File: config.mk
export PLATFORM = sky130hd
export DESIGN_NAME = ncs_front
export DESIGN_NICKNAME = d
export VERILOG_FILES = /design/src/rtl/core/nearest_codeword_mse_search_defines.svh /design/src/rtl/core/ncs_pkg.sv /design/src/rtl/core/ncs_front.sv
export SDC_FILE = /design/constraint.sdc
export NUM_CORES = 1
export LEC_CHECK = 0
export BUFFER_PORTS_ARGS = -buffer_cell sky130_fd_sc_hd__buf_4
export CORE_MARGIN = 2
export CORE_UTILIZATION = 43
export DETAILED_ROUTE_END_ITERATION = 10
export GPL_TIMING_DRIVEN = 0
export PLACE_DENSITY = 0.82
export SLEW_MARGIN = 20
export SYNTH_ARGS = -nofsm -noshare
export SYNTH_HDL_FRONTEND = slang
export SYNTH_SLANG_ARGS = --single-unit
File: constraint.sdc
create_clock -name i_clk -period 4.1 [get_ports i_clk]
set_clock_uncertainty 0.15 [all_clocks]
set_input_delay 0.82 -clock i_clk [delete_from_list [all_inputs] [get_ports i_clk]]
set_output_delay 0.82 -clock i_clk [all_outputs]
set_load 0.01 [all_outputs]
File: src/rtl/core/nearest_codeword_mse_search_defines.svh
// ----------------------------------------------------------------------------
// Assertion macros for the nearest codeword search
// Concurrent checks clocked on i_clk and disabled while i_rst_n is low.
// ----------------------------------------------------------------------------
`ifndef NEAREST_CODEWORD_MSE_SEARCH_DEFINES_SVH
`define NEAREST_CODEWORD_MSE_SEARCH_DEFINES_SVH

`ifndef NO_ASSERTIONS
`define NCS_ASSERT_IMP(label, ante, cons) \
    label: assert property (@(posedge i_clk) disable iff (!i_rst_n) (ante) |-> (cons)) \
        else $error("assertion failed");
`define NCS_ASSERT_NXT(label, ante, cons) \
    label: assert property (@(posedge i_clk) disable iff (!i_rst_n) (ante) |=> (cons)) \
        else $error("assertion failed");
`else
`define NCS_ASSERT_IMP(label, ante, cons)
`define NCS_ASSERT_NXT(label, ante, cons)
`endif

`endif

File: src/rtl/core/ncs_pkg.sv
// ----------------------------------------------------------------------------
// ncs_pkg
// Types and constants shared by the nearest codeword search blocks.
// ----------------------------------------------------------------------------
`default_nettype none

package ncs_pkg;

    localparam int VALUE_BITS   = 16;
    localparam int MAG_W        = VALUE_BITS + 1;
    localparam int SQ_W         = 2 * MAG_W;
    localparam int DIST_W       = 36;
    localparam int ROW_W        = 6;
    localparam int ELEM_W       = 4;
    localparam int ROWS_CFG_W   = 7;
    localparam int DIM_CFG_W    = 5;
    localparam int CFG_IDX_W    = 2;
    localparam int CFG_DATA_W   = 7;
    localparam int DEF_MAX_ROWS = 64;
    localparam int DEF_MAX_DIM  = 16;
    localparam int QUEUE_DEPTH  = 4;
    localparam int QUEUE_AW     = 2;

    localparam logic CMD_CB_WRITE = 1'b0;
    localparam logic CMD_QUERY    = 1'b1;

    localparam logic [1:0] OP_CB_WRITE = 2'd0;
    localparam logic [1:0] OP_Q_WRITE  = 2'd1;
    localparam logic [1:0] OP_Q_SEARCH = 2'd2;

    localparam logic [CFG_IDX_W-1:0] REG_ROWS_IN_USE = 2'd0;
    localparam logic [CFG_IDX_W-1:0] REG_DIM_IN_USE  = 2'd1;

    typedef struct packed {
        logic                         command;
        logic [ROW_W-1:0]             row_index;
        logic [ELEM_W-1:0]            element_index;
        logic signed [VALUE_BITS-1:0] sample_value;
    } t_item;

    typedef struct packed {
        logic [ROW_W-1:0]  best_row;
        logic [DIST_W-1:0] best_distance;
    } t_result;

    typedef struct packed {
        logic [1:0]                   op;
        logic [ROW_W-1:0]             row_index;
        logic [ELEM_W-1:0]            element_index;
        logic signed [VALUE_BITS-1:0] sample_value;
    } t_job;

    typedef struct packed {
        logic full;
        logic empty;
    } t_q_stat;

    typedef struct packed {
        logic busy;
    } t_back_stat;

    typedef struct packed {
        logic                  valid;
        logic                  first;
        logic                  last_elem;
        logic                  last_row;
        logic [ROWS_CFG_W-1:0] row;
    } t_tag;

endpackage

`default_nettype wire

File: src/rtl/core/ncs_front.sv
// ----------------------------------------------------------------------------
// ncs_front
// Accepts input items, drops out-of-range ones and tags queries that complete.
// ----------------------------------------------------------------------------
`default_nettype none

module ncs_front #(
    parameter int MAX_ROWS = ncs_pkg::DEF_MAX_ROWS,
    parameter int MAX_DIM  = ncs_pkg::DEF_MAX_DIM
) (
    input  wire logic                           i_clk,
    input  wire logic                           i_rst_n,
    input  wire logic [ncs_pkg::DIM_CFG_W-1:0]  i_dim,
    input  wire logic                           i_in_valid,
    output logic                                o_in_ready,
    input  wire ncs_pkg::t_item                 i_in,
    input  wire ncs_pkg::t_q_stat               i_q_stat,
    output logic                                o_push,
    output ncs_pkg::t_job                       o_job
);

    logic          r_valid, n_valid;
    ncs_pkg::t_job r_job, n_job;
    logic          w_accept;
    logic          w_elem_ok;
    logic          w_row_ok;
    logic          w_keep;

    assign o_push     = r_valid && !i_q_stat.full;
    assign o_in_ready = !r_valid || !i_q_stat.full;
    assign w_accept   = i_in_valid && o_in_ready;
    assign o_job      = r_job;

    always_comb begin
        w_elem_ok = 32'(i_in.element_index) < MAX_DIM;
        w_row_ok  = 32'(i_in.row_index) < MAX_ROWS;
        n_job.row_index     = i_in.row_index;
        n_job.element_index = i_in.element_index;
        n_job.sample_value  = i_in.sample_value;
        if (i_in.command == ncs_pkg::CMD_CB_WRITE) begin
            w_keep   = w_elem_ok && w_row_ok;
            n_job.op = ncs_pkg::OP_CB_WRITE;
        end else if ({1'b0, i_in.element_index} == i_dim - 5'd1) begin
            w_keep   = w_elem_ok;
            n_job.op = ncs_pkg::OP_Q_SEARCH;
        end else begin
            w_keep   = w_elem_ok;
            n_job.op = ncs_pkg::OP_Q_WRITE;
        end
        if (w_accept) begin
            n_valid = w_keep;
        end else if (o_push) begin
            n_valid = 1'b0;
        end else begin
            n_valid = r_valid;
        end
    end

    always_ff @(posedge i_clk) begin
        if (!i_rst_n) begin
            r_valid <= 1'b0;
        end else begin
            r_valid <= n_valid;
        end
        if (w_accept) begin
            r_job <= n_job;
        end
    end

endmodule

`default_nettype wire

==> flow_metrics.py <==
metrics = {
    "timing": {
        "fin_crit_ns": 2.15,
        "fmax_mhz": 465,
        "setup_violations": 0,
        "worst_slew_pin_slew_ns": 0.603,
        "fin_tns_setup_ns": 0,
        "finalMaxSlewViolations": 0,
        "slew_headroom": 0.598,
        "fin_crit_sh": 0.525,
        "hold_viol": 0,
        "rsz0062_at_grt": "false",
        "worst_slack_ns": 1.95,
    },
    "clocking": {
        "tritoncts": "built",
        "htree_levels": 2,
        "root_buffer": "clkbuf_4",
        "clk_latency_ns": 0.31,
        "cts_made_buffers": 5,
        "clk_pin_slew_ns": 0.08,
        "post_cts_buffers": 0,
        "holdBufCountCts": 0,
        "clockBufferDepth": 2,
        "cts.repair.resized": 0,
        "cts.sinks": 29,
    },
    "synthesis": {
        "syn_area_um2": 1020,
        "synth_area_per_cell_um2": 19.7,
        "yosysWarningCount": 0,
        "synth_seq_cells": 29,
        "yosysSeqAreaShare": 0.842,
        "synth_fp_nets": 90,
        "ys_types": 17,
        "netlist_instances": 52,
    },
    "global_route": {
        "antenna_found_initial": 0,
        "grt_use_total": 0.150,
        "grt_max_degree": 29,
        "grt_pass1_wl_um": 2750,
        "grt_overflow_total": 0,
        "grt_pass1_vias": 655,
    },
    "worst_setup_path": {
        "crit_type": "input port to output pin",
        "cp.arrival_ns": 1.18,
        "cp_common_cell": "buf_4",
        "rr_worst_depth": 2,
        "cp_max_fo": 3,
        "critPathBufInv": 2,
        "cpLargestDelayFamily": "buffers and inverters",
        "crit_required_ns": 3.13,
        "start_kind": "input port",
        "path_cells": "buf_4 -> nor2b_1 -> buf_4",
        "cp.depth": 3,
        "crit_path_end_kind": "output pin",
        "cp_slowest_cell": "buf_4",
        "max_stage_delay_ns": 0.13,
    },
    "routing": {
        "wire_per_inst_um": 12.0,
        "ant_nets": 0,
        "dr.first_iter.drc_count": 1,
        "dr.pass1.iters": 2,
        "wl_um": 1840,
        "viasPerCell": 4.44,
        "vias": 679,
        "drc": 0,
    },
    "layout": {
        "fin_area_um2": 1600,
        "synthToLayoutAreaGrowth_pct": 56.2,
        "fin_nets": 162,
        "multi_input_area_um2": 151,
        "n_antenna_cell": 0,
        "seq_area_um2": 861,
        "drive_gt1_frac": 0.584,
        "fill_cells": 155,
    },
    "job": {
        "cap_violations": 0,
    },
    "die": {
        "initial_core_util": 0.458,
        "dieHeight_um": 52.8,
        "die_w_um": 52.8,
        "dieArea_um2": 2780,
        "io_pins": 67,
        "core_um2": 2230,
        "placementRows": 17,
    },
    "worst_hold_path": {
        "hold_depth": 2,
        "hold_class": "register to register",
    },
    "pwr": {
        "power_density_nw_per_um2": 364,
        "ir_drop_mv": 0.272,
        "p_leak_nw": 0.693,
    },
    "placed_design": {
        "port_buffers": 65,
        "pre_cts_ws_ns": 1.58,
        "dpl_cell_area_um2": 1550,
        "gp_congestion": 0.641,
    },
    "run_status": {
        "status": "complete, no violations",
    },
}
## sequential cells by signal, indices dropped and copies added (netlist names)
register	flops
r_valid	1
o_job	28
## cell families after synthesis
kind of cell,count (synthesis),share of synthesized area
xor+xnor,5,0.0428
compound gates,4,0.0379
fa+ha+maj,1,0.0122
buf+inv,3,0.0110
simple gates,10,0.0538
flops,29,0.842
## area by class of cell
class                   count  area share
clock inverters             3     0.00784
clock buffers               5      0.0235
well taps                  28      0.0219
flip-flops and latches     29       0.539
inverters                   3     0.00705
repair buffers             65       0.306
multi-input cells          20      0.0948
## path summary, 6_finish.rpt
path	start	to	slack, ns
hold / removal	r_valid$_SDFFE_PN0P_	r_valid$_SDFFE_PN0P_	0.38
setup reg to reg	r_valid$_SDFFE_PN0P_	o_job[27]$_SDFFCE_PN0P_	2.64
setup / recovery	i_q_stat[1]	o_push	1.95
hold reg to reg	r_valid$_SDFFE_PN0P_	r_valid$_SDFFE_PN0P_	0.38
## metrics by stage
| step | hold slack [ns] | util | std cells | total power, mW |
|---|---|---|---|---|
| after floorplan | 0.337 | - | 52 | 0.382 |
| after global placement | 0.354 | 0.692 | 145 | 0.436 |
| after detailed placement | 0.367 | 0.692 | 145 | 0.439 |
| after CTS | 0.382 | 0.714 | 153 | 0.594 |
| after global routing | 0.415 | 0.715 | 153 | 0.613 |
| final | 0.380 | 0.715 | 153 | 0.582 |
## power breakdown
group / internal, mW / total [mW] / switching (mW)
registers: 0.345 / 0.350 / 0.00437
logic: 0.0474 / 0.0808 / 0.0334
clock network: 0.0618 / 0.151 / 0.0893
## cell usage after synthesis
library cell	number	area share
ha_1	1	0.012
nor2_1	2	0.0073
nand4b_1	1	0.0086
nand3_1	1	0.0049
inv_1	3	0.011
a221oi_2	1	0.015
nor3_1	1	0.0049
a21oi_1	1	0.0049
nand2_1	1	0.0037
and2_1	2	0.012
o21ba_1	1	0.0098
nor2b_1	2	0.012
o2111ai_1	1	0.0086
edfxtp_1	28	0.82
xnor2_1	2	0.017
xor2_1	3	0.026
dfxtp_1	1	0.020
## layer usage
layer / part of all wire / vias up / wire [um] / track usage
met5: 0 / - / 0 / 0
met4: 0.0087 / 0 / 16 / 0.0641
met3: 0.12 / 2 / 217 / 0.0886
met2: 0.54 / 43 / 1000 / 0.265
met1: 0.33 / 296 / 604 / 0.135
li1: - / 338 / - / -
## cell usage in the layout (no fill, tap or decap), drive strengths merged
cell type / Yosys / routed
inv: 3 / 3
edfxtp: 28 / 28
a221oi: 1 / 1
and2: 2 / 2
nor2b: 2 / 2
dfxtp: 1 / 1
clkinv: 0 / 3
xor2: 3 / 3
buf: 0 / 65
ha: 1 / 1
nand3: 1 / 1
clkbuf: 0 / 5
nor3: 1 / 1
nand4b: 1 / 1
o2111ai: 1 / 1
o21ba: 1 / 1
xnor2: 2 / 2
nor2: 2 / 2
a21oi: 1 / 1
nand2: 1 / 1
## worst min-delay path, cell delays in order, from the launching register on
cell     delay, ns
dfxtp_1       0.33
a21oi_1       0.12
nor2b_1       0.05
No activity file was read; power rests on OpenSTA's default activity.
