--- src/rtl/core/nearest_codeword_mse_search_defines.svh ---
// ----------------------------------------------------------------------------
// Assertion macros for the nearest codeword search
// Concurrent checks clocked on i_clk and disabled while i_rst_n is low.
// ----------------------------------------------------------------------------
`ifndef NEAREST_CODEWORD_MSE_SEARCH_DEFINES_SVH
`define NEAREST_CODEWORD_MSE_SEARCH_DEFINES_SVH

`ifndef NO_ASSERTIONS
`define NCS_ASSERT_IMP(label, ante, cons) \
    label: assert property (@(posedge i_clk) disable iff (!i_rst_n) (ante) |-> (cons)) \
        else $error("assertion failed");
`define NCS_ASSERT_NXT(label, ante, cons) \
    label: assert property (@(posedge i_clk) disable iff (!i_rst_n) (ante) |=> (cons)) \
        else $error("assertion failed");
`else
`define NCS_ASSERT_IMP(label, ante, cons)
`define NCS_ASSERT_NXT(label, ante, cons)
`endif

`endif

--- src/rtl/core/ncs_pkg.sv ---
// ----------------------------------------------------------------------------
// ncs_pkg
// Types and constants shared by the nearest codeword search blocks.
// ----------------------------------------------------------------------------
`default_nettype none

package ncs_pkg;

    localparam int VALUE_BITS   = 16;
    localparam int MAG_W        = VALUE_BITS + 1;
    localparam int SQ_W         = 2 * MAG_W;
    localparam int DIST_W       = 36;
    localparam int ROW_W        = 6;
    localparam int ELEM_W       = 4;
    localparam int ROWS_CFG_W   = 7;
    localparam int DIM_CFG_W    = 5;
    localparam int CFG_IDX_W    = 2;
    localparam int CFG_DATA_W   = 7;
    localparam int DEF_MAX_ROWS = 64;
    localparam int DEF_MAX_DIM  = 16;
    localparam int QUEUE_DEPTH  = 4;
    localparam int QUEUE_AW     = 2;

    localparam logic CMD_CB_WRITE = 1'b0;
    localparam logic CMD_QUERY    = 1'b1;

    localparam logic [1:0] OP_CB_WRITE = 2'd0;
    localparam logic [1:0] OP_Q_WRITE  = 2'd1;
    localparam logic [1:0] OP_Q_SEARCH = 2'd2;

    localparam logic [CFG_IDX_W-1:0] REG_ROWS_IN_USE = 2'd0;
    localparam logic [CFG_IDX_W-1:0] REG_DIM_IN_USE  = 2'd1;

    typedef struct packed {
        logic                         command;
        logic [ROW_W-1:0]             row_index;
        logic [ELEM_W-1:0]            element_index;
        logic signed [VALUE_BITS-1:0] sample_value;
    } t_item;

    typedef struct packed {
        logic [ROW_W-1:0]  best_row;
        logic [DIST_W-1:0] best_distance;
    } t_result;

    typedef struct packed {
        logic [1:0]                   op;
        logic [ROW_W-1:0]             row_index;
        logic [ELEM_W-1:0]            element_index;
        logic signed [VALUE_BITS-1:0] sample_value;
    } t_job;

    typedef struct packed {
        logic full;
        logic empty;
    } t_q_stat;

    typedef struct packed {
        logic busy;
    } t_back_stat;

    typedef struct packed {
        logic                  valid;
        logic                  first;
        logic                  last_elem;
        logic                  last_row;
        logic [ROWS_CFG_W-1:0] row;
    } t_tag;

endpackage

`default_nettype wire

--- src/rtl/core/ncs_queue.sv ---
// ----------------------------------------------------------------------------
// ncs_queue
// Short job queue between the front end and the search engine.
// ----------------------------------------------------------------------------
`default_nettype none

module ncs_queue (
    input  wire logic             i_clk,
    input  wire logic             i_rst_n,
    input  wire logic             i_push,
    input  wire ncs_pkg::t_job    i_job,
    input  wire logic             i_pop,
    output ncs_pkg::t_job         o_job,
    output ncs_pkg::t_q_stat      o_stat
);

    ncs_pkg::t_job                    r_mem [ncs_pkg::QUEUE_DEPTH];
    logic [ncs_pkg::QUEUE_AW-1:0]     r_wptr, n_wptr;
    logic [ncs_pkg::QUEUE_AW-1:0]     r_rptr, n_rptr;
    logic [ncs_pkg::QUEUE_AW:0]       r_count, n_count;

    always_comb begin
        n_wptr  = i_push ? r_wptr + 1'b1 : r_wptr;
        n_rptr  = i_pop ? r_rptr + 1'b1 : r_rptr;
        n_count = r_count + (ncs_pkg::QUEUE_AW + 1)'(i_push)
                          - (ncs_pkg::QUEUE_AW + 1)'(i_pop);
        o_stat.full  = r_count == (ncs_pkg::QUEUE_AW + 1)'(ncs_pkg::QUEUE_DEPTH);
        o_stat.empty = r_count == '0;
        o_job        = r_mem[r_rptr];
    end

    always_ff @(posedge i_clk) begin
        if (!i_rst_n) begin
            r_wptr  <= '0;
            r_rptr  <= '0;
            r_count <= '0;
        end else begin
            r_wptr  <= n_wptr;
            r_rptr  <= n_rptr;
            r_count <= n_count;
        end
        if (i_push) begin
            r_mem[r_wptr] <= i_job;
        end
    end

endmodule

`default_nettype wire

--- config.mk ---
export PLATFORM = sky130hd
export DESIGN_NAME = ncs_queue
export DESIGN_NICKNAME = d
export VERILOG_FILES = /design/src/rtl/core/nearest_codeword_mse_search_defines.svh /design/src/rtl/core/ncs_pkg.sv /design/src/rtl/core/ncs_queue.sv
export SDC_FILE = /design/constraint.sdc
export NUM_CORES = 1
export LEC_CHECK = 0
export ABC_AREA = 0
export BUFFER_PORTS_ARGS = -buffer_cell sky130_fd_sc_hd__buf_2
export CAP_MARGIN = 20
export CORE_MARGIN = 8
export CORE_UTILIZATION = 40
export DETAILED_ROUTE_END_ITERATION = 8
export HOLD_SLACK_MARGIN = 0.12
export MAX_ROUTING_LAYER = met4
export PLACE_DENSITY = 0.62
export SETUP_SLACK_MARGIN = 0.02
export SYNTH_ARGS = -nofsm -noshare
export SYNTH_HDL_FRONTEND = slang
export SYNTH_SLANG_ARGS = --single-unit
export TNS_END_PERCENT = 30
--- constraint.sdc ---
create_clock -name i_clk -period 2.79 [get_ports i_clk]
set_input_delay 0.4185 -clock i_clk [delete_from_list [all_inputs] [get_ports i_clk]]
set_output_delay 0.4185 -clock i_clk [all_outputs]
set_load 0.01 [all_outputs]
==> flow_results.org <==
** Power and ir drop
- The completed layout was analyzed and its total power is 4.72 mW.
- Static leakage :: 1.98 nW
- The worst-case IR drop observed on VDD is 0.487 mV.
- P per Cell Area :: 844 nW/um^2

** Worst setup path
- Measured in cells, the most critical reg-to-reg path has a length of 7.
- The worst register-to-register path begins at r_count[0].
- The worst register-to-register path has a setup slack of 1.03 ns.
- Endpoint required time on the critical path :: 2.37 ns
- The endpoint identified for the worst register-to-register timing path is r_count[2].
- The worst setup path is captured at an output pin.
- Crit path max fanout :: 21
- Worst setup SP type :: register
- Worst Path Class, Setup :: register to output pin
- Worst path arrival time :: 1.88 ns

** Place
- Sum of net half-perimeters after detailed placement :: 4.85 mm
- Port bufs :: 61
- Routability cong. :: 0.635
- Placed cell area :: 4990 sq um

** Worst hold path
- Counting instances, the worst hold path has a depth of 1.
- The worst hold path begins at i_job[27].
- The path class of the tightest hold or removal check is input port to register.
- Hold worst-path end :: r_mem[0][27]

** Layout
- Layout cell share with drive strength beyond 1 :: 41.6%
- Area Overhead vs Synth :: 23.3%
- Final instance area :: 5590 sq um
- At the end of the flow, the number of nets in the layout was 305.
- Core utilization of the finished layout :: 49.8%

** Global route
- Entering global routing, the biggest net connects 29 pins.
- First-pass GRT wire length :: 12.3 mm
- Overall global routing resource usage :: 11.9%
- The number of antenna violations at the first check in global routing was 1.
- Total gr overflow :: 0
- Via count of the first global-routing pass :: 2315

** Logic synthesis
- The mapped netlist covers 4530 sq um.
- Cell count after synthesis :: 189
- Flops & latches, synth :: 121
- Sequential cells were found to cover 78.2% of the synthesized design area.
- Post-Syn Nets :: 228
- For this run, the number of Yosys warnings is 0.
- The number of different library cells used by synthesis comes to 20.
- The average instance in the mapped netlist occupies 24.0 sq um.

** Routing
- The detailed router finished its first iteration with 156 violations.
- After detailed routing, the number of remaining DRC violations is 0.
- The routed design has 7.89 mm of wire.
- The count of nets left with antenna violations once routing finished came out at 0.
- Number of search-and-repair iterations in the first detailed-routing pass :: 4
- Via density :: 4.86
- Average detailed-routed wire length per instance :: 18.7 microns
- The routed layout has 2054 vias.

** Timing
- Actual slew at the worst max-slew pin :: 0.806 ns
- RSZ-0062 raised after global routing :: no
- For the final routed database, the setup TNS stands at 0 ns.
- In the finished design, the share of the clock period the worst path needs comes to 82.6%.
- Counting I/O delays and the setup requirement, the final critical path takes 2.30 ns.
- Remaining max-slew budget at the tightest pin :: 46.3%
- The number of hold violations in the final report is 0.
- Hold Slack :: 0.229 ns
- Final setup violating endpoints :: 0
- Max Freq :: 0.434 GHz
- Across the routed clock network, the largest skew measured is 0.00626 ns.
- Final Max Slew Viols :: 0

** Floorplan
- The initialized floorplan defines 39 standard-cell rows.
- Chip Height :: 122 microns
- During I/O placement, the number of pins put on the boundary was 62.
- Once the floorplan was initialized, standard cells occupied 40.4% of the core.
- Core area :: 11200 sq um
- DIE WIDTH :: 122 microns
- Die footprint :: 15000 sq um

** Clocking
- Clk Latency, worst-skew pair :: 0.40 ns
- Deepest level of the CTS H-tree :: 4
- In this run the post-CTS setup repair buffer count came out at 0.
- Cts bufs inserted :: 17
- The clock drives 121 sinks.
- # resized after CTS :: 0
- No sink is reached through more buffers than the 2 on the longest clock path.
- Clock-pin slew on the worst setup and hold paths :: 0.05 ns
- The cell sitting at the root of the clock tree is a sky130_fd_sc_hd__clkbuf_16.
- TritonCTS built the clock tree.
- Cts-stage hold buffer count :: 0

** Flow run
- The tool flagged a number of max-cap violations equal to 0.

** Outcome
- Result of the run :: finished clean
-- area by class of cell --
type | instances | area [sq um]
flip-flops and latches | 121 | 3540
fillers | 927 | 5640
clock inverters | 11 | 153
well taps | 143 | 179
multi-input cells | 55 | 902
repair buffers | 64 | 340
clock buffers | 21 | 440
inverters | 7 | 26.3
diodes | 1 | 2.50
-- registers in the layout, indices dropped and copies added, names as in the netlist, named ones only --
| name | count |
|---|---|
| r_count | 3 |
| r_rptr | 2 |
| r_mem | 112 |
| r_wptr | 2 |
-- synth_stat cells (all sizes together) --
cell type | n | area (sq um)
a21bo | 1 | 10.0
a21oi | 1 | 5.00
and2 | 6 | 37.5
and3 | 1 | 6.26
buf | 6 | 66.3
dfxtp | 9 | 180
edfxtp | 112 | 3360
fa | 1 | 20.0
ha | 6 | 75.1
inv | 7 | 26.3
mux2i | 1 | 10.0
mux4 | 28 | 661
nand3b | 1 | 7.51
nor2 | 5 | 18.8
nor3 | 1 | 5.00
xnor2 | 2 | 17.5
xor3 | 1 | 23.8
-- metrics by stage --
step / setup WS [ns] / instances
after floorplan: 1.05 / 189
after global placement: 0.863 / 390
after detailed placement: 0.822 / 390
after CTS: 0.427 / 422
after global routing: 0.388 / 423
final: 0.487 / 423
-- metal layers --
layer  vias to the layer above  GRT usage (%)  routed length [microns]
met2                        58           18.6                     4010
met3                        16           4.83                      424
met4                         0           5.94                      121
li1                        940              -                        -
met5                         -              -                        0
met1                      1040           12.9                     3340
-- worst max path at each step --
stage | from | to | slack (ns)
finish | register | o_job[1] | 0.49
floorplan | i_pop | r_count[2] | 1.05
global route | register | o_job[0] | 0.39
CTS | register | o_job[1] | 0.43
global placement | register | o_job[1] | 0.86
detailed placement | i_pop | r_count[2] | 0.82
-- placed cells by master (no fill, tap or decap), types with 4 or more instances in the layout --
cell type	n
sky130_fd_sc_hd__mux4_2	20
sky130_fd_sc_hd__clkbuf_1	4
sky130_fd_sc_hd__ha_1	6
sky130_fd_sc_hd__buf_2	61
sky130_fd_sc_hd__clkinv_2	5
sky130_fd_sc_hd__dfxtp_1	8
sky130_fd_sc_hd__clkbuf_16	17
sky130_fd_sc_hd__mux4_1	8
sky130_fd_sc_hd__and2_2	4
sky130_fd_sc_hd__bufinv_16	4
sky130_fd_sc_hd__edfxtp_1	112
sky130_fd_sc_hd__nor2_1	5
sky130_fd_sc_hd__inv_1	7
-- kinds of logic (layout without fill, tap and decap cells) --
kind of cell | count (synthesis) | count (layout) | share of synthesized area, %
flops | 121 | 121 | 78.2
simple gates | 14 | 14 | 1.66
xor+xnor | 3 | 3 | 0.911
fa+ha+maj | 7 | 7 | 2.10
buf+inv | 13 | 103 | 2.04
compound gates | 2 | 2 | 0.331
mux | 29 | 29 | 14.8
other cells | 0 | 1 | 0
-- worst max-delay path, stage by stage, from the launching register on --
cell and delay (ns):
sky130_fd_sc_hd__dfxtp_2 0.48, sky130_fd_sc_hd__buf_12 0.25, sky130_fd_sc_hd__mux4_1 0.58, sky130_fd_sc_hd__buf_2 0.16
-- where the power goes --
part | switching, mW | internal, mW | total, mW
logic | 0.210 | 0.204 | 0.413
clock network | 0.705 | 1.48 | 2.18
registers | 0.0348 | 2.09 | 2.12
No activity file was read; power rests on OpenSTA's default activity.
